<file path="config.mk">
export PLATFORM = sky130hd
export DESIGN_NAME = multi_channel_heartbeat_watchdog_core
export DESIGN_NICKNAME = d
export VERILOG_FILES = /design/src/hdl/mcwd_pkg.sv /design/src/hdl/mcwd_chan_mem.sv /design/src/hdl/multi_channel_heartbeat_watchdog_core.sv
export SDC_FILE = /design/constraint.sdc
export NUM_CORES = 2
export LEC_CHECK = 0
export BUFFER_PORTS_ARGS = -buffer_cell sky130_fd_sc_hd__buf_2
export CORE_UTILIZATION = 55
export CTS_CLUSTER_SIZE = 10
export DETAILED_ROUTE_END_ITERATION = 16
export PLACE_DENSITY_LB_ADDON = 0.3
export SYNTH_ARGS = -nofsm -noshare
export SYNTH_HDL_FRONTEND = slang
export SYNTH_SLANG_ARGS = --single-unit
export TNS_END_PERCENT = 50
</file>
<file path="constraint.sdc">
create_clock -name clk -period 18 [get_ports clk]
set_input_delay 2.7 -clock clk [delete_from_list [all_inputs] [get_ports clk]]
set_output_delay 2.7 -clock clk [all_outputs]
set_load 0.01 [all_outputs]
</file>
<file path="src/hdl/mcwd_pkg.sv">
`default_nettype none
// ----------------------------------------------------------------------------
// mcwd_pkg
// Shared types and constants of the multi-channel heartbeat watchdog.
// ----------------------------------------------------------------------------
package mcwd_pkg;

	localparam int MAX_CHECKED = 8;
	localparam int CNT_W       = 4;
	localparam int CH_W        = 3;
	localparam int TIME_W      = 32;
	localparam int PERIOD_W    = 24;
	localparam int MULT_W      = 16;
	localparam int IVAL_W      = 16;
	localparam int FRAC_W      = 8;
	localparam int LIMIT_W     = MULT_W + PERIOD_W;
	localparam int CFG_IDX_W   = 2;
	localparam int CFG_DATA_W  = 24;

	localparam logic [MULT_W-1:0]   MULT_RST     = 16'd512;
	localparam logic [IVAL_W-1:0]   INTERVAL_RST = 16'd1000;
	localparam logic [PERIOD_W-1:0] DEF_PER_RST  = 24'd1000;
	localparam logic [CNT_W-1:0]    MON_CNT_RST  = 4'd5;

	typedef enum logic [CFG_IDX_W-1:0] {
		REG_TIMEOUT_MULT = 2'd0,
		REG_CHECK_INTERVAL = 2'd1,
		REG_DEFAULT_PERIOD = 2'd2,
		REG_MONITORED_COUNT = 2'd3
	} reg_idx_t;

	typedef enum logic [1:0] {
		MODE_HEARTBEAT  = 2'd0,
		MODE_TICK       = 2'd1,
		MODE_ACTIVATE   = 2'd2,
		MODE_DEACTIVATE = 2'd3
	} mode_t;

	typedef enum logic [1:0] {
		ST_IDLE,
		ST_ACTIVATE,
		ST_SCAN
	} state_t;

	typedef struct packed {
		mode_t               mode;
		logic [CH_W-1:0]     channel;
		logic [PERIOD_W-1:0] beat_period;
	} in_item_t;

	typedef struct packed {
		logic [CH_W-1:0] timed_out_channel;
		logic            last_of_run;
	} out_item_t;

	typedef struct packed {
		logic wr_en;
		logic wr_period_en;
		logic rd_en;
	} mem_ctl_t;

endpackage
`default_nettype wire

</file>
<file path="src/hdl/mcwd_chan_mem.sv">
`default_nettype none
// ----------------------------------------------------------------------------
// mcwd_chan_mem
// Per-channel store of last heartbeat time and declared period, one write
// port and one registered read port each.
// ----------------------------------------------------------------------------
module mcwd_chan_mem
	import mcwd_pkg::*;
#(
	parameter int DEPTH = 8,
	parameter int IDX_W = 3
) (
	input  wire logic                clk,
	input  wire mem_ctl_t            ctl,
	input  wire logic [IDX_W-1:0]    wr_addr,
	input  wire logic [TIME_W-1:0]   wr_time,
	input  wire logic [PERIOD_W-1:0] wr_period,
	input  wire logic [IDX_W-1:0]    rd_addr,
	output logic      [TIME_W-1:0]   rd_time,
	output logic      [PERIOD_W-1:0] rd_period
);

	logic [TIME_W-1:0]   time_mem [DEPTH];
	logic [PERIOD_W-1:0] period_mem [DEPTH];

	always_ff @(posedge clk) begin
		if (ctl.wr_en) begin
			time_mem[wr_addr] <= wr_time;
		end
		if (ctl.wr_en && ctl.wr_period_en) begin
			period_mem[wr_addr] <= wr_period;
		end
	end

	always_ff @(posedge clk) begin
		if (ctl.rd_en) begin
			rd_time   <= time_mem[rd_addr];
			rd_period <= period_mem[rd_addr];
		end
	end

endmodule
`default_nettype wire

</file>
<file path="src/hdl/multi_channel_heartbeat_watchdog_core.sv">
`default_nettype none
// ----------------------------------------------------------------------------
// multi_channel_heartbeat_watchdog_core
// Heartbeat timeout watchdog over up to eight monitored channels.
//
// A command transaction is taken when start is high and busy is low. cmd.mode
// selects heartbeat, time tick, activate or deactivate. Configuration is
// written through cfg_valid/cfg_ready with cfg_index and cfg_data; cfg_ready
// is always high. Write it only while the block is idle.
//
// Heartbeat, deactivate and a tick with no scan leave busy low. Activate keeps
// busy high while it does one memory write per checked channel. A tick that
// ends a check interval while output is enabled keeps busy high through one
// memory read per checked channel, then the multiply and compare stages; its
// last result shows in the cycle in which busy falls.
//
// Timeout results come out on result with result_valid high for exactly one
// cycle, in ascending channel order, the final one marked by last_of_run. The
// receiver cannot stall them. Reset clears time, channel seen flags and the
// output enable and loads the register defaults; channel memory contents are
// undefined until written.
// ----------------------------------------------------------------------------
module multi_channel_heartbeat_watchdog_core
	import mcwd_pkg::*;
#(
	parameter int CHANNELS = 8
) (
	input  wire logic                  clk,
	input  wire logic                  arst_n,
	input  wire logic                  start,
	output logic                       busy,
	input  wire in_item_t              cmd,
	output logic                       result_valid,
	output out_item_t                  result,
	input  wire logic                  cfg_valid,
	output logic                       cfg_ready,
	input  wire logic [CFG_IDX_W-1:0]  cfg_index,
	input  wire logic [CFG_DATA_W-1:0] cfg_data
);

	localparam int DEPTH = (CHANNELS < MAX_CHECKED) ? CHANNELS : MAX_CHECKED;
	localparam int IDX_W = (DEPTH > 1) ? $clog2(DEPTH) : 1;
	localparam logic [CNT_W-1:0] DEPTH_C = CNT_W'(DEPTH);

	logic [MULT_W-1:0]   mult_q;
	logic [IVAL_W-1:0]   interval_q;
	logic [PERIOD_W-1:0] def_period_q;
	logic [CNT_W-1:0]    mon_cnt_q;

	logic [TIME_W-1:0]   time_q;
	logic [IVAL_W-1:0]   countdown_q;
	logic                out_en_q;
	logic [DEPTH-1:0]    seen_q;
	state_t              state_q;
	state_t              state_nxt;
	logic [CNT_W-1:0]    idx_q;

	logic                p1_s1;
	logic                v_s1;
	logic [CH_W-1:0]     ch_s1;
	logic                p2_s2;
	logic                v_s2;
	logic [CH_W-1:0]     ch_s2;
	logic [TIME_W-1:0]   elapsed_s2;
	logic [LIMIT_W-1:0]  limit_s2;

	logic                pend_v_q;
	logic [CH_W-1:0]     pend_ch_q;
	logic                res_v_q;
	out_item_t           res_q;

	logic [CNT_W-1:0]    chk_cnt;
	logic                accept;
	logic                hb_ok;
	logic                scan_due;
	logic                idx_live;
	logic                scan_end;
	logic                hit;
	mem_ctl_t            mem_ctl;
	logic [IDX_W-1:0]    wr_addr;
	logic [PERIOD_W-1:0] wr_period;
	logic [IDX_W-1:0]    idx_addr;
	logic [TIME_W-1:0]   rd_time;
	logic [PERIOD_W-1:0] rd_period;

	assign cfg_ready = 1'b1;
	assign chk_cnt   = (mon_cnt_q > DEPTH_C) ? DEPTH_C : mon_cnt_q;
	assign accept    = start && !busy;
	assign hb_ok     = ({1'b0, cmd.channel} < DEPTH_C);
	assign scan_due  = (countdown_q <= IVAL_W'(1)) && out_en_q;
	assign idx_live  = (idx_q < chk_cnt);
	assign idx_addr  = idx_q[IDX_W-1:0];
	assign scan_end  = (state_q == ST_SCAN) && !idx_live && !p1_s1 && !p2_s2;
	assign hit       = p2_s2 && v_s2 && ({elapsed_s2, FRAC_W'(0)} > limit_s2);

	// configuration registers
	always_ff @(posedge clk or negedge arst_n) begin
		if (!arst_n) begin
			mult_q       <= MULT_RST;
			interval_q   <= INTERVAL_RST;
			def_period_q <= DEF_PER_RST;
			mon_cnt_q    <= MON_CNT_RST;
		end else if (cfg_valid && cfg_ready) begin
			case (reg_idx_t'(cfg_index))
				REG_TIMEOUT_MULT: begin
					mult_q <= cfg_data[MULT_W-1:0];
				end
				REG_CHECK_INTERVAL: begin
					interval_q <= cfg_data[IVAL_W-1:0];
				end
				REG_DEFAULT_PERIOD: begin
					def_period_q <= cfg_data[PERIOD_W-1:0];
				end
				REG_MONITORED_COUNT: begin
					mon_cnt_q <= cfg_data[CNT_W-1:0];
				end
				default: begin
				end
			endcase
		end
	end

	always_comb begin
		state_nxt = state_q;
		case (state_q)
			ST_IDLE: begin
				if (accept && cmd.mode == MODE_ACTIVATE) begin
					state_nxt = ST_ACTIVATE;
				end else if (accept && cmd.mode == MODE_TICK && scan_due) begin
					state_nxt = ST_SCAN;
				end
			end
			ST_ACTIVATE: begin
				if (!idx_live) begin
					state_nxt = ST_IDLE;
				end
			end
			ST_SCAN: begin
				if (scan_end) begin
					state_nxt = ST_IDLE;
				end
			end
			default: begin
				state_nxt = ST_IDLE;
			end
		endcase
	end

	always_comb begin
		busy         = 1'b1;
		mem_ctl      = '0;
		wr_addr      = idx_addr;
		wr_period    = def_period_q;
		case (state_q)
			ST_IDLE: begin
				busy                 = 1'b0;
				wr_addr              = cmd.channel[IDX_W-1:0];
				wr_period            = cmd.beat_period;
				mem_ctl.wr_en        = accept && cmd.mode == MODE_HEARTBEAT && hb_ok;
				mem_ctl.wr_period_en = (cmd.beat_period != '0);
			end
			ST_ACTIVATE: begin
				mem_ctl.wr_en        = idx_live;
				mem_ctl.wr_period_en = 1'b1;
			end
			ST_SCAN: begin
				mem_ctl.rd_en = idx_live;
			end
			default: begin
			end
		endcase
	end

	mcwd_chan_mem #(
		.DEPTH(DEPTH),
		.IDX_W(IDX_W)
	) u_mem (
		.clk      (clk),
		.ctl      (mem_ctl),
		.wr_addr  (wr_addr),
		.wr_time  (time_q),
		.wr_period(wr_period),
		.rd_addr  (idx_addr),
		.rd_time  (rd_time),
		.rd_period(rd_period)
	);

	// control state
	always_ff @(posedge clk or negedge arst_n) begin
		if (!arst_n) begin
			state_q     <= ST_IDLE;
			idx_q       <= '0;
			time_q      <= '0;
			countdown_q <= INTERVAL_RST;
			out_en_q    <= 1'b0;
			seen_q      <= '0;
			p1_s1       <= 1'b0;
			v_s1        <= 1'b0;
			p2_s2       <= 1'b0;
			v_s2        <= 1'b0;
			pend_v_q    <= 1'b0;
			res_v_q     <= 1'b0;
		end else begin
			state_q <= state_nxt;
			case (state_q)
				ST_IDLE: begin
					idx_q <= '0;
					if (accept) begin
						case (cmd.mode)
							MODE_HEARTBEAT: begin
								if (hb_ok) begin
									seen_q[cmd.channel[IDX_W-1:0]] <= 1'b1;
								end
							end
							MODE_TICK: begin
								time_q <= time_q + TIME_W'(1);
								if (countdown_q <= IVAL_W'(1)) begin
									countdown_q <= interval_q;
								end else begin
									countdown_q <= countdown_q - IVAL_W'(1);
								end
							end
							MODE_ACTIVATE: begin
								out_en_q <= 1'b1;
							end
							MODE_DEACTIVATE: begin
								out_en_q <= 1'b0;
							end
							default: begin
							end
						endcase
					end
				end
				ST_ACTIVATE: begin
					if (idx_live) begin
						seen_q[idx_addr] <= 1'b1;
						idx_q            <= idx_q + CNT_W'(1);
					end
				end
				ST_SCAN: begin
					if (idx_live) begin
						idx_q <= idx_q + CNT_W'(1);
					end
				end
				default: begin
				end
			endcase

			p1_s1 <= mem_ctl.rd_en;
			v_s1  <= mem_ctl.rd_en && seen_q[idx_addr];
			p2_s2 <= p1_s1;
			v_s2  <= v_s1;

			// hold one hit back so the final one can be marked
			res_v_q <= pend_v_q && (hit || scan_end);
			if (hit) begin
				pend_v_q <= 1'b1;
			end else if (scan_end) begin
				pend_v_q <= 1'b0;
			end
		end
	end

	// scan datapath
	always_ff @(posedge clk) begin
		ch_s1      <= idx_q[CH_W-1:0];
		ch_s2      <= ch_s1;
		elapsed_s2 <= time_q - rd_time;
		limit_s2   <= LIMIT_W'(mult_q) * LIMIT_W'(rd_period);
		if (hit) begin
			pend_ch_q <= ch_s2;
		end
		res_q.timed_out_channel <= pend_ch_q;
		res_q.last_of_run       <= !hit;
	end

	assign result_valid = res_v_q;
	assign result       = res_q;

endmodule
`default_nettype wire

</file>
Word level (Yosys, flattened, before mapping)
Memories as Yosys holds them, arrays and structs flattened. A register that Yosys moved wholly into a read port is not among the register bits.
Cells that the tools add are included.
{"block": "word_totals", "ff_bits": 214, "mem_bits_rw": 448, "inputBits": 59, "out_inout_bits": 7, "elab_cells": 125, "n_memories": 2}
{"block": "op_classes", "addsub": 4, "n_mul": 1, "n_lt_le_gt_ge": 8, "n_eq_ne": 15, "n_mux": 31, "bitwise_logic": 2, "reduce_logical": 39}
{"name": "u_mem.time_mem", "depth": 8, "width": 32, "read_ports": 1, "rd_ports_with_merged_regs": 1, "write_ports": 1, "line_no": "mcwd_chan_mem.sv:23", "rtl": "logic [TIME_W-1:0] time_mem [DEPTH];"}
{"name": "u_mem.period_mem", "depth": 8, "width": 24, "read_ports": 1, "rd_ports_with_merged_regs": 1, "write_ports": 1, "line_no": "mcwd_chan_mem.sv:24", "rtl": "logic [PERIOD_W-1:0] period_mem [DEPTH];"}
{"operator": "> comparator 40 bit", "n": 1}
{"operator": "multiplier 16 x 24 -> 40 bit", "n": 1}
{"operator": "adder 32 x 1 -> 32 bit (second input constant)", "n": 1}
{"operator": "subtractor 32 bit", "n": 1}
{"operator": "2-to-1 mux 24 bit", "n": 1}
{"operator": "2-to-1 mux 8 bit", "n": 3}
{"operator": "nonzero test 24 bit", "n": 1}
{"operator": "less-or-equal comparator 16 x 1 -> 1 bit (second input constant)", "n": 1}
{"operator": "logical AND 1 bit", "n": 16}
{"operator": "2-to-1 mux 16 bit", "n": 1}
{"operator": "OR 8 bit", "n": 2}
{"operator": "case mux 8 bit (2 select lines)", "n": 1}
{"operator": "subtractor 16 x 1 -> 16 bit (second input constant)", "n": 1}
{"operator": "2-to-1 mux 1 bit", "n": 11}
{"operator": "== test 2 bit (second input constant)", "n": 5}
{"operator": "AND reduction 2 bit", "n": 5}
{"operator": "AND reduction 3 bit", "n": 3}
{"operator": "less-than comparator 3 x 4 -> 1 bit (second input constant)", "n": 2}
{"operator": "2-to-1 mux 2 bit", "n": 4}
{"operator": "2-to-1 mux 4 bit", "n": 2}
{"operator": "inequality test 2 bit (second input constant)", "n": 4}
{"operator": "case mux 4 bit (2 select lines)", "n": 1}
{"operator": "nonzero test 2 bit", "n": 4}
{"operator": "demux 1 bit (select 3 bit)", "n": 2}
{"operator": "other kinds (17)", "n": 26}

Depth between registers and ports, before layout
{"block": "logic_depth", "word_depth": 9, "ltp_mapped": 25, "ltp_nobuf": 22}

Cells and area by module
A second synthesis with hierarchy kept.
{"block": "unflattened", "cells_unflattened": 3142, "area_unflattened_um2": 41308.4}
{"module": "multi_channel_heartbeat_watchdog_core", "instances": 1, "cells_each": 2416, "area_each_um2": 22728.0, "seq_area_each_um2": 4986.0}
{"module": "mcwd_chan_mem", "instances": 1, "cells_each": 726, "area_each_um2": 18580.3, "seq_area_each_um2": 15134.5}

Least setup slack after synthesis
No wires, ideal clock.
{"block": "synth_timing", "path_type": "reg2reg", "start": "register mult_q[9]", "end": "register limit_s2[37]", "setup_ns": 0.123, "arrival_ns": 6.102, "required_time_ns": 17.877, "slack_ns": 11.775, "path_stages_with_launch": 24, "path_buffers": 3, "synth_period_minus_slack_ns": 6.225, "path_cell_list": "dfstp_2 -> clkbuf_1 -> clkbuf_1 -> nand2_1 -> fa_1 -> inv_1 -> fa_1 -> fa_1 -> fa_1 -> fa_1 -> inv_1 -> fa_1 -> inv_1 -> ha_1 -> clkbuf_1 -> a21o_1 -> a21o_1 -> a211oi_1 -> o31ai_1 -> a31o_2 -> a211o_1 -> a21oi_1 -> o21bai_1 -> xor2_1"}
{"block": "synth_via", "elab_chain_len": 1}
{"item": "start: declaration", "line_no": "multi_channel_heartbeat_watchdog_core.sv:45", "rtl": "logic [MULT_W-1:0] mult_q;"}
{"item": "start signal: assignment", "line_no": "multi_channel_heartbeat_watchdog_core.sv:106", "rtl": "mult_q <= cfg_data[MULT_W-1:0];"}
{"item": "multiplier 16 x 24 -> 40 bit", "line_no": "multi_channel_heartbeat_watchdog_core.sv:269", "rtl": "limit_s2 <= LIMIT_W'(mult_q) * LIMIT_W'(rd_period);"}
{"item": "end signal: assignment", "line_no": "multi_channel_heartbeat_watchdog_core.sv:269"}
{"item": "end: declaration", "line_no": "multi_channel_heartbeat_watchdog_core.sv:65", "rtl": "logic [LIMIT_W-1:0] limit_s2;"}
Every way passes these cells.
A chain may end at the register's enable or synchronous reset.

Final worst setup path
{"block": "layout_timing", "start": "register mult_q[1]", "end": "register limit_s2[37]"}
Same word-level chain as after synthesis.

==> results summary <==
The time the final worst path needs with I/O delays and setup is 6.79 ns. The clock tree root buffer cell is sky130_fd_sc_hd__clkbuf_16. The post-detailed-route wirelength per cell came out at 21.8 um.

The number of distinct library cells after synthesis came out at 73. The floorplan die area is 75800 sq um. For this run, the top clock speed supported by timing is 0.147 GHz.

The share of flip-flops with an asynchronous set or reset after synthesis came out at 0.180. The synthesized design spends more area on one cell type than any other, namely sky130_fd_sc_hd__edfxtp_1. The signal on the critical path passes through nand2_1, fa_1, fa_1, fa_1, inv_1, fa_1, fa_1, fa_1, ha_1, a21oi_1, nand2_1, o31ai_1, o31ai_1, a31o_2, a211o_1, a21oi_1, o21bai_1, xor2_1. The area of the core is 73500 sq um. In this run the critical register-to-register path is launched from mult_q[1].

TritonCTS built the clock tree. The clock latency on the worst-skew pair is 0.66 ns. The number of pins exceeding their max-slew limit in the final report is 0.

The count of hold buffers inserted by post-cts repair came out at 0. The routed design uses 5.94 mm of met3 wire. The count of clock tree sinks is 718. Routed signal wires occupy layers up through met5. The number of diodes is 0. The gate family responsible for the most delay along the worst path is adder cells. The total instance count after detailed placement is 4056. The die height is 275 um.

The final clock period utilization by the worst path is 0.377. The routed design has 92.0 mm of wire. The cell area after placement is 42400 sq um.

The beginning of the worst hold path is ch_s1[2]. The critical path starts at mult_q[1]. The routed via count is 24600.

The die extent in x came out at 275 um. For this design, the slowest cell found on the critical path is sky130_fd_sc_hd__dfrtp_1. The synthesized net count came out at 3681.

The worst setup path is launched from a flop. The number of global-route vias before repair came out at 25900. Synthesis produced a netlist whose cell count is 3130. For this run, the total global-route usage over all layers was measured as 0.253. The max-capacitance violation count is 0. The HPWL after detailed placement came out at 62.9 mm. The count of flip-flops with a built-in enable after synthesis is 507. The run finished with clean final reports.

The length of the first detailed-routing pass in iterations is 5. In this run the mean area of a mapped cell was 13.1 sq um. By instance count, the cell type seen most on the critical path is sky130_fd_sc_hd__fa_1.

The setup TNS after final layout is 0 ns. The post-route DRC violation count is 0. The number of antenna violations at the first check in global routing is 3.

Counting flops and latches in the post-synthesis netlist gives 718. The count of buffers from port buffering is 64. After synthesis, the cell types taking the most area are sky130_fd_sc_hd__edfxtp_1 37%, sky130_fd_sc_hd__fa_1 15%, sky130_fd_sc_hd__dfrtp_1 6.6%, sky130_fd_sc_hd__mux4_2 6.2%, sky130_fd_sc_hd__ha_1 5.6%.

The total non-filler cell area in the finished layout came out at 45000 sq um. Clock-pin slew was measured on the worst setup and hold paths at 0.06 ns. The worst stage delay on the critical path is 0.89 ns. The count of pins on the block boundary is 66. Between clock sinks in the finished design, the worst skew comes to 0.0446 ns. The congestion estimate from routability-driven global placement came to 0.929.

The total routed wire length on the met1 layer came out at 38.8 mm. The cell area that synthesis handed to floorplanning was 41100 sq um. The share of the Yosys chip area taken by registers is 0.490. The maximum clock insertion buffer count came out at 3. The synthesis-to-finish area growth is 9.49%. Once detail routing completed, the nets flagged for antenna violations numbered 0.

The kind of capture point of the worst setup path is a flop. The fraction of layout cells with a size suffix above 1 came out at 0.152. The commonest register cell after synthesis is sky130_fd_sc_hd__edfxtp_1.

The starting density of the core is 0.560. At the pin with the least slew margin, the transition time is 1.21 ns. The number of buffers inserted by post-CTS setup repair came out at 0. The final layout net count came out at 3733.

After the flow finishes, the layout carries non-filler instances totaling 4212. The critical path data arrival time is 7.32 ns. TritonCTS created 83 clock buffers. The iteration-0 DRC count of the detailed router came out at 1992. In the routed layout, each cell is associated on average with a via count of 5.83. The worst slew margin relative to its limit is 0.184. CTS built an H-tree with a depth of 3. The count of final hold-check violations is 0. The number of rows created at floorplan is 99. Setup violations remaining at the end of the flow were counted as 0.

The number of warnings issued by yosys is 0. The maximum net fanout on the critical path is 25. The buffers plus inverters on the worst setup path is 1.

The critical path is of the reg -> reg type. The final global-route overflow total came out at 0. The routed length on met2 is 45.4 mm. The tightest min-delay check is of the reg -> reg type.

The endpoint required time on the critical path is 18.53 ns. Setup repair after global routing left no endpoint under its margin. The count of instances resized after the clock tree is built is 0. The maximum number of pins on one net before global-route repair is 75.

The wire length of the first global-routing pass is 145 mm. The share of synthesized area in the top cell type comes to 0.370.
## state kept, by name, summed over array words and instances (netlist names), 2 cells and up
| signal | flops |
|---|---|
| seen_q | 8 |
| u_mem.period_mem | 192 |
| u_mem.rd_time | 32 |
| ch_s2 | 3 |
| def_period_q | 24 |
| mult_q | 16 |
| idx_q | 4 |
| elapsed_s2 | 32 |
| ch_s1 | 3 |
| result | 4 |
| pend_ch_q | 3 |
| u_mem.time_mem | 256 |
| u_mem.rd_period | 24 |
| interval_q | 16 |
| limit_s2 | 40 |
| state_q | 2 |
| time_q | 32 |
| mon_cnt_q | 4 |
| countdown_q | 16 |
## final timing paths
path / end / slack, ns / cells after the start
min in group asynchronous: countdown_q[11] / 2.09 / 1
max reg2reg: limit_s2[37] / 11.21 / 18
min reg2reg: ch_s2[2] / 0.32 / 0
max in group asynchronous: idx_q[1] / 14.56 / 2
max: limit_s2[37] / 11.21 / 18
min: ch_s2[2] / 0.32 / 0
## cell usage after synthesis, types with 13 or more instances
cell                       instances
sky130_fd_sc_hd__edfxtp_1        507
sky130_fd_sc_hd__inv_1           439
sky130_fd_sc_hd__nand2_1         312
sky130_fd_sc_hd__fa_1            307
sky130_fd_sc_hd__ha_1            185
sky130_fd_sc_hd__and2_1          168
sky130_fd_sc_hd__mux2_2          142
sky130_fd_sc_hd__mux4_2          114
sky130_fd_sc_hd__dfrtp_1         108
sky130_fd_sc_hd__clkbuf_1         97
sky130_fd_sc_hd__a21oi_1          94
sky130_fd_sc_hd__dfxtp_1          82
sky130_fd_sc_hd__nor2_1           82
sky130_fd_sc_hd__xnor2_1          75
sky130_fd_sc_hd__o21ai_0          61
sky130_fd_sc_hd__a21o_1           49
sky130_fd_sc_hd__nand3_1          33
sky130_fd_sc_hd__xor2_1           25
sky130_fd_sc_hd__and3_1           22
sky130_fd_sc_hd__nand4_1          22
sky130_fd_sc_hd__dfstp_2          21
sky130_fd_sc_hd__nand2b_1         14
sky130_fd_sc_hd__o21bai_1         13
## per-stage QoR
step                setup WS [ns]   util  hold slack, ns
global placement            11.39  0.578           0.311
detailed placement          11.25  0.578           0.312
global route                10.94  0.613           0.333
CTS                         11.26  0.613           0.325
finish                      11.21  0.613           0.324
floorplan                   11.77      -           0.310
## per-layer routing
metal | up-vias | GRT usage
met2 | 848 | 0.414
met3 | 146 | 0.0412
met1 | 12800 | 0.353
met5 | - | 0
met4 | 4 | 0.0705
li1 | 10800 | -
## cell type report
| type | instances | area, sq um |
|---|---|---|
| fillers | 5423 | 28400 |
| repair buffers | 84 | 477 |
| inverters | 439 | 1650 |
| clock buffers | 147 | 2370 |
| clock inverters | 9 | 203 |
| flip-flops and latches | 718 | 20100 |
| multi-input cells | 1856 | 19000 |
| well taps | 959 | 1200 |
## cells by family after synthesis
family | after synthesis | synth area share
buffers and inverters | 556 | 0.0519
xor gates and xnor gates | 100 | 0.0213
AOI/OAI and AO/OA | 303 | 0.0467
and+or+nand+nor | 703 | 0.0830
DFF | 718 | 0.490
muxes | 257 | 0.102
adders and majority gates | 492 | 0.206
other | 1 | 0.0000912
## placed cells by master, fill, tap and decap left out, types with 5 or more instances in the layout
cell type / synthesis / routed
sky130_fd_sc_hd__dfxtp_1: 82 / 82
sky130_fd_sc_hd__and3_1: 22 / 22
sky130_fd_sc_hd__dfrtp_1: 108 / 105
sky130_fd_sc_hd__nand3b_1: 5 / 5
sky130_fd_sc_hd__buf_2: 6 / 63
sky130_fd_sc_hd__inv_1: 439 / 439
sky130_fd_sc_hd__buf_4: 1 / 20
sky130_fd_sc_hd__edfxtp_1: 507 / 507
sky130_fd_sc_hd__o22ai_1: 8 / 8
sky130_fd_sc_hd__fa_1: 307 / 307
sky130_fd_sc_hd__nor2_4: 0 / 16
sky130_fd_sc_hd__clkinv_16: 0 / 5
sky130_fd_sc_hd__o21ai_0: 61 / 61
sky130_fd_sc_hd__clkbuf_1: 97 / 60
sky130_fd_sc_hd__nor3_1: 11 / 11
sky130_fd_sc_hd__mux4_2: 114 / 114
sky130_fd_sc_hd__o211ai_1: 7 / 7
sky130_fd_sc_hd__xor2_1: 25 / 25
sky130_fd_sc_hd__dfstp_2: 21 / 21
sky130_fd_sc_hd__a22oi_1: 6 / 6
sky130_fd_sc_hd__nor2b_1: 11 / 11
sky130_fd_sc_hd__nand2b_1: 14 / 14
sky130_fd_sc_hd__a31oi_1: 7 / 7
sky130_fd_sc_hd__nor2_1: 82 / 66
sky130_fd_sc_hd__a21o_1: 49 / 49
sky130_fd_sc_hd__o21ai_1: 5 / 5
sky130_fd_sc_hd__nand4_1: 22 / 22
sky130_fd_sc_hd__nand3_1: 33 / 33
sky130_fd_sc_hd__a21oi_1: 94 / 94
sky130_fd_sc_hd__ha_1: 185 / 184
sky130_fd_sc_hd__clkbuf_16: 0 / 84
sky130_fd_sc_hd__o21a_1: 7 / 7
sky130_fd_sc_hd__a211oi_1: 5 / 5
sky130_fd_sc_hd__o31ai_1: 6 / 6
sky130_fd_sc_hd__nor4_1: 8 / 8
sky130_fd_sc_hd__nand2_1: 312 / 312
sky130_fd_sc_hd__o21bai_1: 13 / 13
sky130_fd_sc_hd__mux2_2: 142 / 142
sky130_fd_sc_hd__and2_1: 168 / 167
sky130_fd_sc_hd__xnor2_1: 75 / 75
Power is left out: the tool's default activity adds up to more than one toggle a clock period on the data nets, which glitch-free logic cannot reach.
